==> src/rtl/core/rpsu_ram.sv <==
// ----------------------------------------------------------------------------
// Generic single-port-write RAM
// One write port and one read port with a registered read.
// ----------------------------------------------------------------------------
module rpsu_ram #(
  parameter int WIDTH = 8,
  parameter int DEPTH = 16,
  localparam int AW = (DEPTH > 1) ? $clog2(DEPTH) : 1
) (
  input  logic             clk,
  input  logic             we,
  input  logic [AW-1:0]    waddr,
  input  logic [WIDTH-1:0] wdata,
  input  logic             re,
  input  logic [AW-1:0]    raddr,
  output logic [WIDTH-1:0] rdata
);

  logic [WIDTH-1:0] mem [DEPTH];

  always_ff @(posedge clk) begin
    if (we) begin
      mem[waddr] <= wdata;
    end
    if (re) begin
      rdata <= mem[raddr];
    end
  end

endmodule

==> config.mk <==
export PLATFORM = sky130hd
export DESIGN_NAME = rpsu_ram
export DESIGN_NICKNAME = d
export VERILOG_FILES = /design/src/rtl/core/rpsu_ram.sv
export SDC_FILE = /design/constraint.sdc
export NUM_CORES = 1
export LEC_CHECK = 0
export BUFFER_PORTS_ARGS = -buffer_cell sky130_fd_sc_hd__buf_2
export CAP_MARGIN = 10
export CORE_ASPECT_RATIO = 1.25
export CORE_MARGIN = 8
export CORE_UTILIZATION = 30
export DETAILED_ROUTE_END_ITERATION = 16
export PLACE_DENSITY_LB_ADDON = 0.08
export SETUP_SLACK_MARGIN = 0.15
export SLEW_MARGIN = 20
export SYNTH_ARGS = -nofsm -noshare
export SYNTH_HDL_FRONTEND = slang
export SYNTH_SLANG_ARGS = --single-unit
==> constraint.sdc <==
create_clock -name clk -period 4 [get_ports clk]
set_input_delay 0.8 -clock clk [delete_from_list [all_inputs] [get_ports clk]]
set_output_delay 0.8 -clock clk [all_outputs]
set_load 0.005 [all_outputs]
== Word level (Yosys, flattened, before mapping) ==
Memory sizes are Yosys's and may differ from the RTL's. A register that Yosys moved wholly into a read port is not among the register bits.
Index checks and enable logic that the tools add are counted.

* Bits in writable memories: 128
* Word-level logic and storage cells: 3
* Memories: 1
* Output and inout bits: 8
* Flip-flop bits (word level): 0

{| class="wikitable"
|+ Memory list
! memory !! depth !! width !! read ports !! clocked after Yosys merged registers in !! write ports !! line !! text
|-
| mem || 16 || 8 || 1 || 1 || 1 || 19 || <nowiki>logic [WIDTH-1:0] mem [DEPTH];</nowiki>
|}

* Multiplexer cells: 2

{| class="wikitable"
|+ Operators by type and width
! kind !! count
|-
| 1-bit two-way mux || 2
|}

== Logic depth before layout (Yosys ltp) ==
* Depth in word-level cells: 2
* Mapped depth: 5
* Gate-level depth less buffers: 3

== Worst setup path after synthesis ==
OpenSTA, ideal clock, no wires.

* Path kind: input-to-reg
* Start point: input waddr[2]
* End point: memory mem[0][0], enable pin
* Library setup time: 0.383 ns
* Stages: 2
* Buffers on the path: 0
* Slack: 1.707 ns
* Arrival: 1.910 ns
* Cell sequence: or3b_2 > nor3_1

{| class="wikitable"
|+ RTL lines
! what !! line !! text
|-
| start, declared || 12 || <nowiki>input logic [AW-1:0] waddr,</nowiki>
|-
| end, declared || 19 ||
|}

No word-level cell before the write port.

==> results.json <==
{
  "vias": 2387,
  "ff2ff_path_depth": 3,
  "path_clk_slew_ns": 0.05,
  "rsz0062_at_grt": "no",
  "post_cts_resized": 0,
  "final_cell_mix": "136 x edfxtp_1, 26 x buf_2, 18 x mux4_2",
  "grt_max_degree": 33,
  "tns_ns": 0,
  "place_inst": 477,
  "numCtsBuffers": 17,
  "start_kind": "input pin",
  "period_share": 0.604,
  "maxCapViolations": 0,
  "p_leak_nw": 2.03,
  "hold_violations": 0,
  "netlist.area_leader.share": 0.781,
  "grt_overflow": 0,
  "synth_area_um2": 5230,
  "wirelength_mm": 11.7,
  "yosysUniqueCellTypes": 18,
  "finalNetCount": 291,
  "max-slew-margin-rel": 0.268,
  "ioPinCount": 27,
  "hp-class": "in -> reg",
  "mostFrequentLayoutCell": "edfxtp_1",
  "synth_area_per_cell_um2": 22.8,
  "yosys_warnings": 0,
  "drc_errors": 0,
  "synth_top_area_cell": "edfxtp_1",
  "outcome": "finished, final reports clean",
  "path_class": "in -> reg",
  "die_area_um2": 21900,
  "synthToLayoutAreaGrowth_pct": 18.1,
  "cp_num_cells": 5,
  "cp.required_ns": 4.16,
  "finalClockSkew_ns": 0.00555,
  "clk_latency_ns": 0.41,
  "cts_buffer_depth": 2,
  "grt_pass1_wl_mm": 17.4,
  "p_per_area_nw_per_um2": 529,
  "portBuffers": 26,
  "setup_violations": 0,
  "htreeDepth": 4,
  "fmax_mhz": 414,
  "clkSinkCount": 136,
  "cp.arrival_ns": 2.57,
  "antennaDiodeCount": 0,
  "r2r_setup_slack_ns": 2.40,
  "path_cells": "buf_2 > buf_4 > mux4_1 > a22oi_1 > nand2_1",
  "num_rows": 54,
  "final_area_um2": 6180,
  "cts_root_buf": "clkbuf_16",
  "whs_path_depth": 1,
  "ys_seq_area_frac": 0.781,
  "max_stage_delay_ns": 0.62,
  "die_w_um": 134,
  "crit_family": "buffers and inverters",
  "path_max_fanout": 23,
  "viasPerCell": 4.71,
  "final_cells": 507,
  "min_period_ns": 2.41,
  "dr.pass1.iters": 4,
  "place.gp.congestion": 0.657,
  "critPathBufInv": 2,
  "die_h_um": 164,
  "antenna_found_initial": 0,
  "grt_use_total": 0.114,
  "drive_above_1_share": 0.283,
  "p_total_mw": 3.26,
  "crit_path_top_delay_cell": "buf_2",
  "wl_per_cell_um": 23.0,
  "core_area_um2": 17300,
  "placed_area_um2": 5610,
  "fin_hold_ws_ns": 0.744,
  "synthTopCellsByArea": "edfxtp_1 78%, mux4_2 7.8%, mux4_1 7.0%",
  "cts_tree": "built",
  "cts_setup_buffers": 0,
  "ys_ff_latch": 136,
  "initial_core_util": 0.302,
  "ir_worst_vdd_uv": 198,
  "grt_pass1_vias": 2529,
  "ant_nets": 0,
  "synth_cells": 229,
  "cp-end-kind": "flip-flop",
  "syn_nets": 248,
  "tightest_slew_ns": 1.09,
  "dp_hpwl_mm": 7.40,
  "drtIter0Drc": 152,
  "holdBufCountCts": 0,
  "final_max_slew_viol_count": 0
}
-- through the flow --
step | util | setup slack [ns]
final | 0.357 | 1.59
after CTS | 0.357 | 1.52
after global placement | 0.324 | 1.12
after detailed placement | 0.324 | 1.08
after global routing | 0.357 | 1.41
after floorplan | - | 1.71
-- power breakdown --
| group | switching [mW] | total [mW] | internal, mW |
|---|---|---|---|
| clock | 0.545 | 1.51 | 0.960 |
| sequential | 0.00673 | 1.61 | 1.61 |
| combinational | 0.0886 | 0.146 | 0.0577 |
| total | 0.641 | 3.26 | 2.62 |
-- flip-flops by register name, indices dropped and copies added (netlist names) --
register,cells
mem,128
rdata,8
-- Yosys cell counts --
| master | count |
|---|---|
| and2b_1 | 1 |
| buf_4 | 1 |
| nand3b_1 | 2 |
| and2_1 | 1 |
| nor2_1 | 13 |
| buf_2 | 3 |
| or3b_2 | 1 |
| nor3_1 | 4 |
| mux4_2 | 18 |
| nand2_1 | 9 |
| nand3_1 | 1 |
| edfxtp_1 | 136 |
| nand2b_1 | 2 |
| clkdlybuf4s25_2 | 3 |
| buf_6 | 3 |
| mux4_1 | 14 |
| a22oi_1 | 16 |
| nor2b_1 | 1 |
-- logic make-up (layout without fill, tap and decap cells) --
family	Yosys count	after routing	synth area share
flops	136	136	0.781
simple gates	35	35	0.0314
compound gates	16	16	0.0230
mux	32	32	0.148
buf+inv	10	64	0.0165
-- layout make-up --
class | instances | area (µm²)
Clock buffer | 18 | 429
Clock inverter | 12 | 135
Multi-Input combinational cell | 83 | 1060
Tap cell | 224 | 280
Fill cell | 1653 | 11100
Sequential cell | 136 | 4080
Timing Repair Buffer | 34 | 190
-- routing by layer --
metal  GRT usage  wire, µm
met1       0.142      5430
met2       0.184      5850
met3      0.0308       300
met4      0.0476        93
met5           0         0
-- path summary, 6_finish.rpt --
check / start / to
worst max-delay path: raddr[0] / rdata[3]
worst min-delay path: re / rdata[3]
worst max register to register: mem[5][1] / rdata[1]
worst min register to register: mem[15][2] / rdata[2]
(Power assumes the default switching activity.)
