File: src/rtl/core/rpsu_pkg.sv
// ----------------------------------------------------------------------------
// RPROP step size update package
// Shared widths, register codes, sign codes and types for the step size
// update block.
// ----------------------------------------------------------------------------
package rpsu_pkg;

  localparam int ELEMENTS_DEF = 1024;
  localparam int IDX_W        = 10;
  localparam int GRAD_W       = 32;
  localparam int STEP_W       = 32;
  localparam int FACTOR_W     = 16;
  localparam int DELTA_W      = 33;
  localparam int SIGN_W       = 2;
  localparam int FRAC_SHIFT   = 14;
  localparam int PROD_W       = STEP_W + FACTOR_W;
  localparam int ENTRY_W      = STEP_W + SIGN_W;
  localparam int FIFO_DEPTH   = 4;
  localparam int FIFO_PW      = $clog2(FIFO_DEPTH);
  localparam int FIFO_CW      = FIFO_PW + 1;
  localparam int PADDR_W      = 4;
  localparam int PDATA_W      = 32;

  localparam logic [STEP_W-1:0]   STEP_ONE   = 32'd16777216;
  localparam logic [PROD_W:0]     ROUND_HALF = 49'd8192;

  localparam logic [FACTOR_W-1:0] SHRINK_RST   = 16'd8192;
  localparam logic [FACTOR_W-1:0] GROW_RST     = 16'd19661;
  localparam logic [STEP_W-1:0]   MIN_STEP_RST = 32'd1678;
  localparam logic [STEP_W-1:0]   MAX_STEP_RST = 32'd838860800;

  localparam logic [SIGN_W-1:0] SIGN_ZERO = 2'b00;
  localparam logic [SIGN_W-1:0] SIGN_POS  = 2'b01;
  localparam logic [SIGN_W-1:0] SIGN_NEG  = 2'b11;

  localparam logic [1:0] REG_SHRINK   = 2'd0;
  localparam logic [1:0] REG_GROW     = 2'd1;
  localparam logic [1:0] REG_MIN_STEP = 2'd2;
  localparam logic [1:0] REG_MAX_STEP = 2'd3;

  typedef struct packed {
    logic [FACTOR_W-1:0] shrink_factor;
    logic [FACTOR_W-1:0] grow_factor;
    logic [STEP_W-1:0]   min_step;
    logic [STEP_W-1:0]   max_step;
  } cfg_t;

  typedef struct packed {
    logic [STEP_W-1:0] step;
    logic [SIGN_W-1:0] sign;
  } entry_t;

endpackage

File: src/rtl/core/rpsu_update.sv
// ----------------------------------------------------------------------------
// RPROP step update datapath
// Scales the stored step by the grow or shrink factor when the stored and
// current signs are both nonzero, clamps it and forms the signed weight delta.
// ----------------------------------------------------------------------------
module rpsu_update
  import rpsu_pkg::*;
(
  input  cfg_t                      cfg,
  input  entry_t                    entry,
  input  logic [SIGN_W-1:0]         cur_sign,
  output logic [STEP_W-1:0]         new_step,
  output logic signed [DELTA_W-1:0] delta
);

  logic [FACTOR_W-1:0]        factor;
  logic [PROD_W-1:0]          product;
  logic [PROD_W:0]            rounded_sum;
  logic [PROD_W-FRAC_SHIFT:0] rounded;
  logic [STEP_W-1:0]          scaled;
  logic [STEP_W-1:0]          chosen;
  logic [STEP_W-1:0]          capped_hi;

  always_comb begin
    factor      = (entry.sign == cur_sign) ? cfg.grow_factor : cfg.shrink_factor;
    product     = PROD_W'(entry.step) * PROD_W'(factor);
    rounded_sum = (PROD_W + 1)'(product) + ROUND_HALF;
    rounded     = rounded_sum[PROD_W:FRAC_SHIFT];
    scaled      = (|rounded[PROD_W-FRAC_SHIFT:STEP_W]) ? '1 : rounded[STEP_W-1:0];
    if (entry.sign != SIGN_ZERO && cur_sign != SIGN_ZERO) begin
      chosen = scaled;
    end else begin
      chosen = entry.step;
    end
    capped_hi = (chosen > cfg.max_step) ? cfg.max_step : chosen;
    new_step  = (capped_hi < cfg.min_step) ? cfg.min_step : capped_hi;
    case (cur_sign)
      SIGN_POS: delta = $signed(DELTA_W'(0) - {1'b0, new_step});
      SIGN_NEG: delta = $signed({1'b0, new_step});
      default:  delta = '0;
    endcase
  end

endmodule

File: config.mk
export PLATFORM = sky130hd
export DESIGN_NAME = rpsu_update
export DESIGN_NICKNAME = d
export VERILOG_FILES = /design/src/rtl/core/rpsu_pkg.sv /design/src/rtl/core/rpsu_update.sv
export SDC_FILE = /design/constraint.sdc
export NUM_CORES = 2
export LEC_CHECK = 0
export BUFFER_PORTS_ARGS = -buffer_cell sky130_fd_sc_hd__buf_2
export CAP_MARGIN = 25
export CELL_PAD_IN_SITES_DETAIL_PLACEMENT = 1
export CELL_PAD_IN_SITES_GLOBAL_PLACEMENT = 2
export CORE_UTILIZATION = 30
export DETAILED_ROUTE_END_ITERATION = 7
export PLACE_DENSITY = 0.71
export SETUP_SLACK_MARGIN = 0.02
export SLEW_MARGIN = 20
export SYNTH_ARGS = -nofsm -noshare
export SYNTH_HDL_FRONTEND = slang
export SYNTH_SLANG_ARGS = --single-unit
export TNS_END_PERCENT = 10
File: constraint.sdc
create_clock -name vclk -period 17.88
set_input_delay 0.894 -clock vclk [all_inputs]
set_output_delay 0.894 -clock vclk [all_outputs]
set_load 0.01 [all_outputs]
# Yosys cells after proc, flatten, opt, wreduce, memory -nomap -nowiden
# Index checks and enable logic that the tools add are counted.
# op_classes
eq_ne	3
n_addsub	2
n_bitwise	0
magnitude_cmp	2
shifts	0
n_reduce_logical	4
multipliers	1
n_div	0
muxes	6
# op_table
op	count
$mux W32	4
$pmux W33 S2	1
$add A48 B14 Y49 const B	1
$mul A32 B16 Y48	1
$sub A1 B32 Y33 const A	1
$gt A32 B32 Y1	1
$lt A32 B32 Y1	1
$mux W16	1
$reduce_bool A2 Y1	2
$reduce_or A3 Y1	1
$eq A2 B1 Y1 const B	1
$eq A2 B2 Y1	1
$eq A2 B2 Y1 const B	1
$logic_and A1 B1 Y1	1
# word_totals
inputBits	132
mem_bits_rw	0
n_memories	0
out_inout_bits	65
reg_bits	0
mem_bits_ro	0
latch_bits	0
word_cells	18

# Logic depth before layout (Yosys ltp)
# depth
word_depth	13
mapped_depth	66
mapped_depth_nobuf	55

# Worst setup path before layout
# OpenSTA, ideal clock, no wires.
# synth_timing
kind	input -> output
startpoint	input port cur_sign[1]
endpoint	output port delta[30]
slack_ns	1.328
required_ns	16.986
path_buffers	14
arrival_ns	15.658
stages	63
path_cell_list	buf_4 > xnor2_1 > nand2_1 > clkbuf_1 > mux2_2 > clkbuf_1 > nand2_1 > fa_1 > inv_1 > fa_1 > inv_1 > fa_1 > inv_1 > fa_1 > fa_1 > inv_1 > fa_1 > inv_1 > [27 not listed] > a21o_1 > a221oi_1 > nand3_1 > or2_2 > o21ai_0 > a21oi_4 > buf_2 > buf_1 > clkbuf_1 > o21ai_0 > inv_1 > ha_1 > and4_1 > a31o_2 > o21ai_2 > nor2_1 > a31oi_1 > mux2i_1
# synth_via
elab_chain_len	13
word_cells_on_any_way	17
classes_between	add/sub: 2; mul: 1; order compare: 2; eq/ne: 3; mux: 6; reduce/logical: 3
# synth_rtl
item	line	text
from (decl)	rpsu_update.sv:11	input logic [SIGN_W-1:0] cur_sign,
$eq A2 B2 Y1	rpsu_update.sv:25	factor = (entry.sign == cur_sign) ? cfg.grow_factor : cfg.shrink_factor;
$mux W16	rpsu_update.sv:25	
$mul A32 B16 Y48	rpsu_update.sv:26	product = PROD_W'(entry.step) * PROD_W'(factor);
$add A48 B14 Y49	rpsu_update.sv:27	rounded_sum = (PROD_W + 1)'(product) + ROUND_HALF;
$reduce_or A3 Y1	rpsu_update.sv:29	scaled = (|rounded[PROD_W-FRAC_SHIFT:STEP_W]) ? '1 : rounded[STEP_W-1:0];
$mux W32	rpsu_update.sv:29	
$mux W32 *	rpsu_update.sv:30	if (entry.sign != SIGN_ZERO && cur_sign != SIGN_ZERO) begin
$gt A32 B32 Y1	rpsu_update.sv:35	capped_hi = (chosen > cfg.max_step) ? cfg.max_step : chosen;
$mux W32 *	rpsu_update.sv:35	
$lt A32 B32 Y1	rpsu_update.sv:36	new_step = (capped_hi < cfg.min_step) ? cfg.min_step : capped_hi;
$mux W32 *	rpsu_update.sv:36	
named net new_step[1]	rpsu_update.sv:12	output logic [STEP_W-1:0] new_step,
$sub A1 B32 Y33 *	rpsu_update.sv:38	SIGN_POS: delta = $signed(DELTA_W'(0) - {1'b0, new_step});
$pmux W33 S2 *	rpsu_update.sv:37	case (cur_sign)
to (decl)	rpsu_update.sv:13	output logic signed [DELTA_W-1:0] delta
# Mark *: on every way through the listed nets, which the timed path passes. The rest lies on a longest branch.

# Worst setup path in the final report
# layout_timing
startpoint	input port cur_sign[0]
endpoint	output port delta[29]
# layout_via
elab_chain_len	13
word_cells_on_any_way	17
classes_between	add/sub: 2; mul: 1; order compare: 2; eq/ne: 3; mux: 6; reduce/logical: 3
# layout_rtl
item	line
$eq A2 B2 Y1	rpsu_update.sv:25
$mux W16	rpsu_update.sv:25
$mul A32 B16 Y48	rpsu_update.sv:26
$add A48 B14 Y49	rpsu_update.sv:27
$reduce_or A3 Y1	rpsu_update.sv:29
$mux W32	rpsu_update.sv:29
$mux W32	rpsu_update.sv:30
$gt A32 B32 Y1	rpsu_update.sv:35
$mux W32	rpsu_update.sv:35
$lt A32 B32 Y1	rpsu_update.sv:36
$mux W32	rpsu_update.sv:36
$sub A1 B32 Y33	rpsu_update.sv:38
$pmux W33 S2 *	rpsu_update.sv:37
# Every way passes the cells marked *; elsewhere a longest branch is shown, timed or not.

==> metrics <==
Setup Crit Path Kind in2out; Worst Setup SP cur_sign[0]; first-pass GRT wire length 124000 um; post-CTS setup buffers 0; cell count after synthesis 2711; post-synthesis sequential area ratio 0%; most numerous cell on the critical path fa_1; CP max stage cell or4_1; max_cap viols 0; crit path capture delta[29]; proportion of layout cells with a drive suffix above 1 10.2%; Crit path largest cell delay 0.72 ns; Routed WL per cell 20.4 um; Site Rows 97; CP Max Fanout 45; commonest non-fill, non-tap cell in the layout inv_1; Worst Path Required 16.99 ns; Tightest Pin Transition 0.804 ns; Nets 3552; syn_nets 3473; vias per inst 5.03; Pre-Repair DR Iteration Count 4; final setup fails 0; largest net degree at the start of global routing 64; Initial Utilization 30.5%; gr usage total 21.3%; Post-Syn Area 21500 um^2; RSZ-0062 raised after global routing no; Post-DRT Antenna Nets 0; die width 270 um; die area 72800 um^2; CP startpoint kind input port; Max Clock Freq 0.0590 GHz; vias in the first global route 21800; final wirelength 76200 um; post-synth top area share 39.0%; setup_tns 0 ns; Synth area leaders fa_1, ha_1, inv_1; Area Overhead vs Synth 8.76%; Slew headroom 45.7%; fill count 8542; outcome completed; initial antenna violation count 6; syn_area_per_cell 7.94 um^2; post-synth top area cell fa_1; Core Region 70500 um^2; total grt overflow 0; Hold Path Class in2out; final hold violations 0; most frequent cells in the layout inv_1, fa_1, nand2_1, ha_1, buf_2; clock buffers 0; Slew Limit Fails 0; 1st-iter DRT viols 797; Seq. cell area 0 um^2; # DRC 0; Crit path arrival time 16.05 ns; DP HPWL 64300 um; minimum clock period 16.94 ns; count of different cell masters after synthesis 81; RD Place Congestion 0.887; I/O Buffers 197; num ports 197; num sequential 0; vias 18800; Ys Warns 0; CP Capture Type primary output; final worst-path cycle share 94.8%; Die Span Y 270 um
## logic make-up after synthesis
logic type	after synthesis	share of synthesized area, %
XOR/XNOR	48	1.95
buffers and inverters	718	12.7
AO/OA/AOI/OAI	394	12.1
AND/OR/NAND/NOR	874	19.7
adder cells (fa/ha/maj)	630	51.2
multiplexers	47	2.40
## Yosys cell counts (6+ instances only)
| library cell | n |
|---|---|
| xnor2_1 | 30 |
| buf_1 | 16 |
| or2_2 | 7 |
| nor3_1 | 33 |
| buf_2 | 6 |
| nand3_1 | 23 |
| a31oi_1 | 21 |
| nor4_1 | 9 |
| o31ai_1 | 12 |
| o22ai_1 | 9 |
| o21a_1 | 8 |
| and3_1 | 13 |
| a21o_1 | 37 |
| inv_1 | 582 |
| fa_1 | 419 |
| or4_1 | 7 |
| nand4_1 | 22 |
| xor2_1 | 18 |
| a21oi_1 | 106 |
| nand2b_1 | 11 |
| o21ai_0 | 86 |
| a41oi_1 | 6 |
| and4_1 | 7 |
| nor2b_1 | 34 |
| and2_1 | 194 |
| a211oi_1 | 15 |
| nor2_1 | 99 |
| mux2i_1 | 13 |
| ha_1 | 211 |
| or3_1 | 9 |
| nand2_1 | 391 |
| clkbuf_1 | 109 |
| o211ai_1 | 12 |
| mux2_2 | 33 |
| a211o_1 | 10 |
## worst min-delay path by stage
stage / from / end / depth (start not counted) / slack (ns)
global route: cfg[49] / new_step[17] / 3 / 2.22
global placement: cfg[49] / new_step[17] / 3 / 2.21
finish: cfg[49] / new_step[17] / 3 / 2.20
floorplan: cur_sign[0] / delta[24] / 2 / 1.94
detailed placement: cfg[49] / new_step[17] / 3 / 2.20
CTS: cfg[49] / new_step[17] / 3 / 2.21
## stage by stage
step	worst slack [ns]	cell area (um^2)	cells	hold WS [ns]	utilization, %
2_1_floorplan	1.33	21500	2711	1.94	-
3_3_place_gp	0.763	23300	3728	2.21	33.1
3_5_place_dp	0.393	23300	3728	2.20	33.1
4_1_cts	0.328	23300	3728	2.21	33.1
5_1_grt	0.0799	23400	3733	2.22	33.2
6_report	0.936	23400	3733	2.20	33.2
## layout make-up
class / instances / area (um^2) / share of cell area [%]
Tap cell: 940 / 1180 / 5.03
Timing Repair Buffer: 212 / 1110 / 4.75
Antenna cell: 5 / 12.5 / 0.0535
Inverter: 583 / 2190 / 9.35
Multi-Input combinational cell: 1993 / 18900 / 80.8
## critical path, delay by kind of cell
family	cells	cell delay [ns]
AO/OA/AOI/OAI	15	4.09
buffers and inverters	8	1.56
multiplexers	3	1.27
adder cells (fa/ha/maj)	9	3.97
AND/OR/NAND/NOR	15	3.99
XOR/XNOR	1	0.16
## layer usage
metal	vias to the layer above	share of wire (%)	global-route usage, %
met1	9869	44	27.2
met2	213	53	40.1
met5	-	0	0
li1	8630	-	-
met3	56	1.5	0.356
met4	0	1.5	4.11
## repair_timing
item	in CTS	in global routing
hold buffers	0	0
gates resized for setup	0	21
hold endpoints to repair	0	0
endpoints found under the setup margin	0	19
Power is left out: the tool's default activity adds up to more than one toggle a clock period on the data nets, which glitch-free logic cannot reach.
